<file path="src/modexp_pkg.sv">
// Shared constants, types and helpers for the modular exponentiation block.
package modexp_pkg;

	localparam int unsigned BASE_BITS = 64;
	localparam int unsigned EXP_BITS  = 64;
	localparam int unsigned MOD_BITS  = 32;

	localparam int unsigned IN_FIELD_BITS = BASE_BITS + EXP_BITS + MOD_BITS + 1;
	localparam int unsigned IN_TDATA_W    = ((IN_FIELD_BITS + 7) / 8) * 8;
	localparam int unsigned OUT_TDATA_W   = ((MOD_BITS + 7) / 8) * 8;

	localparam int unsigned BASE_LSB = 0;
	localparam int unsigned EXP_LSB  = BASE_BITS;
	localparam int unsigned MOD_LSB  = BASE_BITS + EXP_BITS;

	localparam int unsigned CNT_W = $clog2(BASE_BITS > MOD_BITS ? BASE_BITS : MOD_BITS);

	typedef enum logic [2:0] {
		ST_IDLE,
		ST_REDUCE,
		ST_PREP,
		ST_MUL,
		ST_FINISH
	} state_t;

	// t < 3m: bring it into 0..m-1
	function automatic logic [MOD_BITS-1:0] mod_fold(
		input logic [MOD_BITS+1:0] t,
		input logic [MOD_BITS-1:0] m
	);
		logic [MOD_BITS+1:0] m1;
		logic [MOD_BITS+1:0] m2;
		logic [MOD_BITS+1:0] r;
		begin
			m1 = {2'b00, m};
			m2 = {1'b0, m, 1'b0};
			if (t >= m2) begin
				r = t - m2;
			end else if (t >= m1) begin
				r = t - m1;
			end else begin
				r = t;
			end
			return r[MOD_BITS-1:0];
		end
	endfunction

endpackage

</file>
<file path="src/modular_exponentiation.sv">
// Top level: bit-serial modular exponentiation by right-to-left square-and-multiply.
//
// Each item carries base, exponent and modulus; one result item follows per input item.
// The base magnitude is reduced one bit per cycle, the PREP state fixes the sign, then
// for each exponent bit up to the highest set one two shift-and-add modular multipliers
// form acc*sq and sq*sq side by side. Invalid items and a modulus of one go straight to
// the finish state. One item is worked on at a time; the result register lets the next
// item in while it waits.
module modular_exponentiation (
	input  logic                                 clk,
	input  logic                                 arst_n,
	input  logic                                 s_axis_tvalid,
	output logic                                 s_axis_tready,
	// base_value[63:0], exponent[127:64], modulus[160:128], zero fill
	input  logic [modexp_pkg::IN_TDATA_W-1:0]    s_axis_tdata,
	output logic                                 m_axis_tvalid,
	input  logic                                 m_axis_tready,
	// power_residue[31:0]
	output logic [modexp_pkg::OUT_TDATA_W-1:0]   m_axis_tdata,
	// invalid[0]
	output logic                                 m_axis_tuser
);

	localparam int unsigned MB = modexp_pkg::MOD_BITS;
	localparam int unsigned BB = modexp_pkg::BASE_BITS;
	localparam int unsigned EB = modexp_pkg::EXP_BITS;
	localparam int unsigned CW = modexp_pkg::CNT_W;
	localparam int unsigned OW = modexp_pkg::OUT_TDATA_W;

	modexp_pkg::state_t state_q, state_d;

	logic [MB-1:0]   mod_q;
	logic [BB-1:0]   bmag_q;
	logic            bneg_q;
	logic [EB-1:0]   exp_q;
	logic [MB-1:0]   red_q;
	logic [MB-1:0]   acc_q;
	logic [MB-1:0]   sq_q;
	logic [MB-1:0]   mplr_q;
	logic [MB-1:0]   ra_q;
	logic [MB-1:0]   rs_q;
	logic [CW-1:0]   cnt_q;
	logic            inv_q;
	logic            out_valid_q;
	logic [MB-1:0]   out_res_q;
	logic            out_inv_q;

	logic [BB-1:0]   in_base;
	logic [EB-1:0]   in_exp;
	logic [MB:0]     in_mod;
	logic            in_bad;
	logic            in_trivial;
	logic            accept;
	logic            out_load;
	logic            out_free;
	logic            red_last;
	logic            mul_last;
	logic            exp_done;
	logic [MB-1:0]   red_next;
	logic [MB-1:0]   ra_next;
	logic [MB-1:0]   rs_next;
	logic [MB-1:0]   sq_start;

	assign in_base = s_axis_tdata[modexp_pkg::BASE_LSB +: BB];
	assign in_exp  = s_axis_tdata[modexp_pkg::EXP_LSB +: EB];
	assign in_mod  = s_axis_tdata[modexp_pkg::MOD_LSB +: MB + 1];

	assign in_bad     = in_mod[MB] || (in_mod == '0) || in_exp[EB-1];
	assign in_trivial = in_bad || (in_mod == (MB + 1)'(1));

	assign out_free = !out_valid_q || m_axis_tready;
	assign red_last = cnt_q == CW'(BB - 1);
	assign mul_last = cnt_q == CW'(MB - 1);
	assign exp_done = (exp_q >> 1) == '0;

	assign red_next = modexp_pkg::mod_fold({1'b0, red_q, bmag_q[BB-1]}, mod_q);
	assign ra_next  = modexp_pkg::mod_fold({1'b0, ra_q, 1'b0}
		+ (mplr_q[MB-1] ? {2'b00, acc_q} : '0), mod_q);
	assign rs_next  = modexp_pkg::mod_fold({1'b0, rs_q, 1'b0}
		+ (mplr_q[MB-1] ? {2'b00, sq_q} : '0), mod_q);
	assign sq_start = (bneg_q && red_q != '0) ? mod_q - red_q : red_q;

	// next state
	always_comb begin
		state_d = state_q;
		unique case (state_q)
			modexp_pkg::ST_IDLE: begin
				if (s_axis_tvalid) begin
					state_d = in_trivial ? modexp_pkg::ST_FINISH : modexp_pkg::ST_REDUCE;
				end
			end
			modexp_pkg::ST_REDUCE: begin
				if (red_last) begin
					state_d = modexp_pkg::ST_PREP;
				end
			end
			modexp_pkg::ST_PREP: begin
				state_d = (exp_q == '0) ? modexp_pkg::ST_FINISH : modexp_pkg::ST_MUL;
			end
			modexp_pkg::ST_MUL: begin
				if (mul_last && exp_done) begin
					state_d = modexp_pkg::ST_FINISH;
				end
			end
			modexp_pkg::ST_FINISH: begin
				if (out_free) begin
					state_d = modexp_pkg::ST_IDLE;
				end
			end
			default: state_d = modexp_pkg::ST_IDLE;
		endcase
	end

	// outputs of the sequencer
	always_comb begin
		s_axis_tready = 1'b0;
		out_load      = 1'b0;
		unique case (state_q)
			modexp_pkg::ST_IDLE:   s_axis_tready = 1'b1;
			modexp_pkg::ST_FINISH: out_load      = out_free;
			default: begin
				s_axis_tready = 1'b0;
				out_load      = 1'b0;
			end
		endcase
	end

	assign accept = s_axis_tvalid && s_axis_tready;

	always_ff @(posedge clk or negedge arst_n) begin
		if (!arst_n) begin
			state_q     <= modexp_pkg::ST_IDLE;
			cnt_q       <= '0;
			out_valid_q <= 1'b0;
		end else begin
			state_q <= state_d;
			if (accept || (state_q == modexp_pkg::ST_PREP)
				|| (state_q == modexp_pkg::ST_MUL && mul_last)) begin
				cnt_q <= '0;
			end else if (state_q == modexp_pkg::ST_REDUCE || state_q == modexp_pkg::ST_MUL) begin
				cnt_q <= cnt_q + 1'b1;
			end
			if (out_load) begin
				out_valid_q <= 1'b1;
			end else if (m_axis_tready) begin
				out_valid_q <= 1'b0;
			end
		end
	end

	// datapath
	always_ff @(posedge clk) begin
		if (accept) begin
			mod_q  <= in_mod[MB-1:0];
			bneg_q <= in_base[BB-1];
			bmag_q <= in_base[BB-1] ? (~in_base + 1'b1) : in_base;
			exp_q  <= in_exp;
			red_q  <= '0;
			inv_q  <= in_bad;
			acc_q  <= '0;
		end
		unique case (state_q)
			modexp_pkg::ST_REDUCE: begin
				red_q  <= red_next;
				bmag_q <= bmag_q << 1;
			end
			modexp_pkg::ST_PREP: begin
				sq_q   <= sq_start;
				mplr_q <= sq_start;
				acc_q  <= MB'(1);
				ra_q   <= '0;
				rs_q   <= '0;
			end
			modexp_pkg::ST_MUL: begin
				if (mul_last) begin
					if (exp_q[0]) begin
						acc_q <= ra_next;
					end
					sq_q   <= rs_next;
					mplr_q <= rs_next;
					ra_q   <= '0;
					rs_q   <= '0;
					exp_q  <= exp_q >> 1;
				end else begin
					ra_q   <= ra_next;
					rs_q   <= rs_next;
					mplr_q <= mplr_q << 1;
				end
			end
			default: begin
			end
		endcase
		if (out_load) begin
			out_res_q <= acc_q;
			out_inv_q <= inv_q;
		end
	end

	assign m_axis_tvalid = out_valid_q;
	assign m_axis_tdata  = OW'(out_res_q);
	assign m_axis_tuser  = out_inv_q;

	// invalid results carry a zero residue
	assert property (@(posedge clk) disable iff (!arst_n)
		m_axis_tvalid && m_axis_tuser |-> m_axis_tdata == '0)
		else $error("invalid result with non-zero residue");

	// operands and partial products stay reduced during multiplication
	assert property (@(posedge clk) disable iff (!arst_n)
		state_q == modexp_pkg::ST_MUL |-> acc_q < mod_q && sq_q < mod_q
			&& ra_q < mod_q && rs_q < mod_q)
		else $error("unreduced value in multiplier");

	// an accepted item starts work
	assert property (@(posedge clk) disable iff (!arst_n)
		s_axis_tvalid && s_axis_tready |=> state_q != modexp_pkg::ST_IDLE)
		else $error("accepted item not started");

	// the result register is only loaded once free
	assert property (@(posedge clk) disable iff (!arst_n)
		out_load |-> !m_axis_tvalid || m_axis_tready)
		else $error("result overwritten before taken");

endmodule

</file>
<file path="config.mk">
export PLATFORM = sky130hd
export DESIGN_NAME = modular_exponentiation
export DESIGN_NICKNAME = d
export VERILOG_FILES = /design/src/modexp_pkg.sv /design/src/modular_exponentiation.sv
export SDC_FILE = /design/constraint.sdc
export NUM_CORES = 2
export LEC_CHECK = 0
export BUFFER_PORTS_ARGS = -buffer_cell sky130_fd_sc_hd__buf_2
export CAP_MARGIN = 20
export CORE_ASPECT_RATIO = 1.1
export CORE_MARGIN = 2
export CORE_UTILIZATION = 55
export CTS_CLUSTER_DIAMETER = 150
export DETAILED_ROUTE_END_ITERATION = 16
export PLACE_DENSITY = 0.78
export SETUP_SLACK_MARGIN = 0.02
export SYNTH_ARGS = -nofsm -noshare
export SYNTH_HDL_FRONTEND = slang
export SYNTH_SLANG_ARGS = --single-unit
</file>
<file path="constraint.sdc">
create_clock -name clk -period 6.9 [get_ports clk]
set_input_delay 2.07 -clock clk [delete_from_list [all_inputs] [get_ports clk]]
set_output_delay 2.07 -clock clk [all_outputs]
set_load 0.05 [all_outputs]
</file>
* Yosys cells after proc, flatten, opt, wreduce, memory -nomap -nowiden
Cells that the tools add are included.
** Storage, ports and cells
- Bits of input ports :: 172
- Logic and storage cells :: 112
- Register bits :: 397
- Output and inout bits :: 35
** Cells by class
- Multiplexer cells :: 42
- $lt $le $gt $ge :: 6
- Bitwise gates (word level) :: 1
- Reductions and logical operators :: 23
- Equality and inequality tests :: 12
- Add/sub/neg operators :: 11
** Operator list (number)
- $mux 32 :: 18
- $mux 64 :: 6
- $pmux 32 s2 :: 5
- $sub 32x32->32 :: 7
- $logic_not 64->1 :: 2
- $add 33x32->34 :: 2
- $ge 34x32->1 :: 2
- $ge 34x33->1 :: 2
- $add 64x1->64 const B :: 1
- $not 64->64 :: 1
- $eq 33x1->1 const B :: 1
- $ge 33x32->1 :: 1
- $ge 33x33->1 :: 1
- $logic_not 33->1 :: 1
- $reduce_bool 32->1 :: 1
- $mux 3 :: 6
- $pmux 3 s5 :: 1
- $mux 6 :: 2
- $ne 2x2->1 const B :: 5
- $reduce_bool 2->1 :: 4
- $logic_or 1x1->1 :: 7
- $add 6x1->6 const B :: 1
- $eq 3x2->1 const B :: 2
- $eq 6x5->1 const B :: 1
- 9 further kinds :: 15

* Depth between registers and ports, before layout
- Depth in word-level cells :: 8
- Depth in mapped cells :: 29
- Depth with buffers taken out :: 24

* Worst setup path before layout
Ideal clock, no wire load.
- Kind :: register to register
- From :: register mplr_q[31]
- To :: register sq_q[4], data pin
- Arrival time :: 5464 ps
- Slack :: 1181 ps
- Path buffers :: 3
- Clock period less this slack :: 5719 ps
- Data required time :: 6645 ps
- Setup time :: 255 ps
- Stages on the path, launching flop included :: 26
- Cells stage by stage :: edfxtp_1 > clkbuf_1 > clkbuf_1 > and2_1 > ha_1 > inv_1 > fa_1 > nor2b_1 > o31a_1 > o21ai_0 > a21boi_0 > o21ai_0 > a2111o_1 > o211ai_1 > ha_1 > nand4_2 > o21bai_1 > o31a_1 > a311o_1 > o22ai_4 > o221ai_2 > a211oi_2 > buf_6 > mux2_2 > mux2_2 > o21a_1
** Between the ends
- Longest elaborated chain between the ends :: 7
- Elaborated cells between the ends (all ways) :: 10
- Those cells by class :: add/sub: 3; order compare: 2; mux: 5
** RTL lines
- from (decl) :: RTL line modular_exponentiation.sv:39 : logic [MB-1:0] mplr_q;
- from (signal assigned) :: RTL line modular_exponentiation.sv:169 : mplr_q <= sq_start;
- from (signal assigned) :: RTL line modular_exponentiation.sv:180 : mplr_q <= rs_next;
- from (signal assigned) :: RTL line modular_exponentiation.sv:187 : mplr_q <= mplr_q << 1;
- $mux 32 (*) :: RTL line modular_exponentiation.sv:80 : + (mplr_q[MB-1] ? {2'b00, sq_q} : '0), mod_q);
- $add 33x32->34 (*) :: RTL line modular_exponentiation.sv:80
- $sub 32x32->32 or $ge 34x32->1 (tied branches) :: RTL line modexp_pkg.sv:40, modexp_pkg.sv:39
- $mux 32 :: RTL line modexp_pkg.sv:39 : end else if (t >= m1) begin
- $mux 32 (*) :: RTL line modexp_pkg.sv:37 : if (t >= m2) begin
- $mux 32 (*) :: RTL line modular_exponentiation.sv:175 : if (mul_last) begin
- $pmux 32 s2 (*) :: RTL line modular_exponentiation.sv:162 : unique case (state_q)
- to (signal assigned) :: RTL line modular_exponentiation.sv:168 : sq_q <= sq_start;
- to (signal assigned) :: RTL line modular_exponentiation.sv:179 : sq_q <= rs_next;
- to (decl) :: RTL line modular_exponentiation.sv:38 : logic [MB-1:0] sq_q;
Mark *: on every way between the ends. The rest lies on a longest branch, timed or not. The select of a mux whose other input is x is not followed.
A chain may end at the register's enable or synchronous reset.

* Final worst setup path
- From :: register mplr_q[31]
- To :: register mplr_q[2], data pin
** Between the ends
- Longest elaborated chain between the ends :: 7
- Elaborated cells between the ends (all ways) :: 10
- Those cells by class :: add/sub: 3; order compare: 2; mux: 5
** RTL lines (RTL line)
- $mux 32 (*) :: modular_exponentiation.sv:80
- $add 33x32->34 (*) :: modular_exponentiation.sv:80
- $sub 32x32->32 or $ge 34x32->1 (tied branches) :: modexp_pkg.sv:40, modexp_pkg.sv:39
- $mux 32 :: modexp_pkg.sv:39
- $mux 32 (*) :: modexp_pkg.sv:37
- $mux 32 (*) :: modular_exponentiation.sv:175
- $pmux 32 s2 (*) :: modular_exponentiation.sv:162
Mark *: on every way between the ends. The rest lies on a longest branch, timed or not.

==> results.json <==
{
  "status": "finished, final reports clean",
  "cts_made_buffers": 44,
  "hpwlAfterDp_mm": 73.6,
  "syn_to_final_growth_pct": 9.61,
  "fin_ws_ns": 0.291,
  "netlist_top_cells_count": "nand2_1 (470), nor2_1 (353), a21oi_1 (333)",
  "grt-ovfl-total": 0,
  "io_pins": 207,
  "die_y_um": 263,
  "fin_nets": 4558,
  "synthTopCellsByArea": "edfxtp_1 (26%), ha_1 (11%), dfxtp_1 (5.8%), nand2_1 (5.2%), a21oi_1 (5.0%)",
  "netlist_area_sq_mm": 0.0337,
  "gp_congestion": 0.961,
  "clk_pin_slew_ns": 0.06,
  "antenna_found_initial": 7,
  "max_freq_mhz": 151,
  "globalRouteTotalUtil": 0.302,
  "cts_tree": "done",
  "pre_cts_ws_ns": 0.108,
  "peakVddDrop_mv": 0.189,
  "postSynth.asyncResetShare": 0.0252,
  "drt_iter0_markers": 2487,
  "grt_pass1_vias": 28924,
  "dieWidth_um": 240,
  "rsz0062_at_grt": "no",
  "ys_seq_elements": 397,
  "multi_input_area_sq_mm": 0.0216,
  "clock-sinks": 397,
  "yosys.cell_types.count": 95,
  "yosysSeqAreaShare": 0.324,
  "tns_ns": 0,
  "path_max_fanout": 64,
  "grt_pass1_wl_mm": 153,
  "p_per_area_mw_per_mm2": 136,
  "synth-edff-count": 290,
  "via_per_inst": 6.14,
  "worstSkewPairLatency_ns": 0.60,
  "rows": 95,
  "antennaDiodeCount": 0,
  "syn-instance-count": 3979,
  "slew_viol_final": 0,
  "end_kind": "flop",
  "critical_path_class": "flop to flop",
  "worstHoldPathType": "flop to flop",
  "ctsHoldBuffers": 0,
  "fin_total_pwr_mw": 5.02,
  "avgSynthCellArea_sq_um": 8.46,
  "leakage_nw": 15.5,
  "routed_wl_mm": 97.4,
  "vias": 30370,
  "seq_area_sq_mm": 0.0109,
  "first_pass_iters": 6,
  "clockRootBuffer": "clkbuf_16",
  "drc": 0,
  "drive_gt1_frac": 0.102,
  "period_share": 0.958,
  "cap_viol_max_count": 0,
  "route.detailed.wl_per_inst_um": 19.7,
  "core_sq_mm": 0.0609,
  "tightestPinTransition_ns": 1.06,
  "yosysWarnings": 0,
  "clockBufferDepth": 3,
  "synth_top_area_frac": 0.259,
  "start_kind": "flop",
  "max_slew_margin": 0.290,
  "synth_nets": 4447,
  "start_util": 0.553,
  "yosysMostFrequentCell": "nand2_1",
  "crit_arrival_ns": 6.93,
  "cts_max_level": 2,
  "die_area_sq_mm": 0.0632,
  "fillers": 5462,
  "worstPathRequired_ns": 7.22,
  "grt_max_degree": 116,
  "portBuffers": 199,
  "postRouteAntennaNets": 0,
  "finalHoldViolCount": 0,
  "synth_top_area_cell": "edfxtp_1",
  "synth_ff_type": "edfxtp_1",
  "fin_skew_ns": 0.0294,
  "setup_viol": 0,
  "fin_crit_ns": 6.61
}
==> layout make-up <==
type	instances	area share
flip-flops and latches	397	0.296
clock buffers	54	0.0314
repair buffers	246	0.0383
multi-input cells	3254	0.585
clock inverters	27	0.00709
inverters	147	0.0151
well taps	824	0.0279
==> state kept, by name, indices dropped and copies added, names as in the netlist <==
| register | cells |
|---|---|
| bmag_q | 64 |
| exp_q | 64 |
| acc_q | 32 |
| m_axis_tdata | 32 |
| mod_q | 32 |
| mplr_q | 32 |
| ra_q | 32 |
| red_q | 32 |
| rs_q | 32 |
| sq_q | 32 |
| cnt_q | 6 |
| state_q | 3 |
| bneg_q | 1 |
| inv_q | 1 |
| m_axis_tuser | 1 |
| m_axis_tvalid | 1 |
==> cell families after synthesis <==
logic type,share of synthesized area
simple gates,0.187
compound gates,0.233
flops,0.324
buf+inv,0.0386
fa+ha+maj,0.112
xor+xnor,0.0742
mux,0.0305
==> metrics by stage <==
stage | cells | hold slack (ns) | instance area (sq um) | util
after detailed placement | 4860 | 0.421 | 35400 | 0.581
after floorplan | 3979 | 0.400 | 33700 | -
after global routing | 4949 | 0.439 | 36900 | 0.606
after CTS | 4941 | 0.434 | 36800 | 0.605
final | 4949 | 0.428 | 36900 | 0.606
after global placement | 4860 | 0.415 | 35400 | 0.581
==> cell usage in the layout, fill, tap and decap left out, types with 56 or more instances in the layout <==
cell,n
o21ai_0,281
nor2_1,349
xnor2_1,151
buf_2,199
dfxtp_1,97
a31oi_1,90
and2_1,91
nand3_1,66
edfxtp_1,290
a211oi_1,60
xor2_1,134
ha_1,287
mux2i_1,58
nand2_1,466
o21a_1,56
nor3_1,71
a21oi_1,333
inv_1,144
a21o_1,112
==> worst paths after layout <==
path / start / slack, ns / endpoint / cells past startpoint
min in group asynchronous: arst_n / 1.33 / m_axis_tvalid / 1
hold reg to reg: inv_q / 0.43 / m_axis_tuser / 0
setup reg to reg: mplr_q[31] / 0.29 / mplr_q[2] / 22
max in group asynchronous: arst_n / 5.36 / cnt_q[4] / 1
hold / removal: inv_q / 0.43 / m_axis_tuser / 0
setup / recovery: mplr_q[31] / 0.29 / mplr_q[2] / 22
==> critical path, cell delays in order, from the launching register on <==
cell and delay (ns):
edfxtp_1 0.37, buf_12 0.23, and2_1 0.18, ha_1 0.18, inv_1 0.06, fa_1 0.40, nor2b_1 0.17, o31a_1 0.20
o221ai_2 0.16, a41oi_2 0.45, a31oi_1 0.27, o211a_1 0.28, o311ai_0 0.63, ha_1 0.38, and4_1 0.29, a31oi_1 0.19
o21ai_0 0.13, a211o_1 0.42, a31oi_4 0.43, buf_4 0.24, mux2i_1 0.38, a21o_1 0.17, o21ai_0 0.07
==> routing by layer <==
metal | global-route usage | up-vias | wire length (um)
li1 | - | 14831 | -
met1 | 0.383 | 14245 | 40200
met2 | 0.507 | 1072 | 46000
met3 | 0.0451 | 218 | 6240
met4 | 0.139 | 4 | 4890
met5 | 0 | - | 21
==> report_power, final <==
part | internal, mW | switching, mW | leakage, nW
sequential | 2.53 | 0.0000000000000000110 | 3.78
combinational | 0.0585 | 0.0641 | 11.0
clock | 1.33 | 1.04 | 0.691
total | 3.91 | 1.10 | 15.5
==> what timing repair did <==
| action | 4_1_cts | 5_1_grt |
|---|---|---|
| endpoints found under the setup margin | 0 | 35 |
| resized for setup | 0 | 6 |
| setup buffers | 0 | 6 |
No activity file was read; power rests on OpenSTA's default activity.
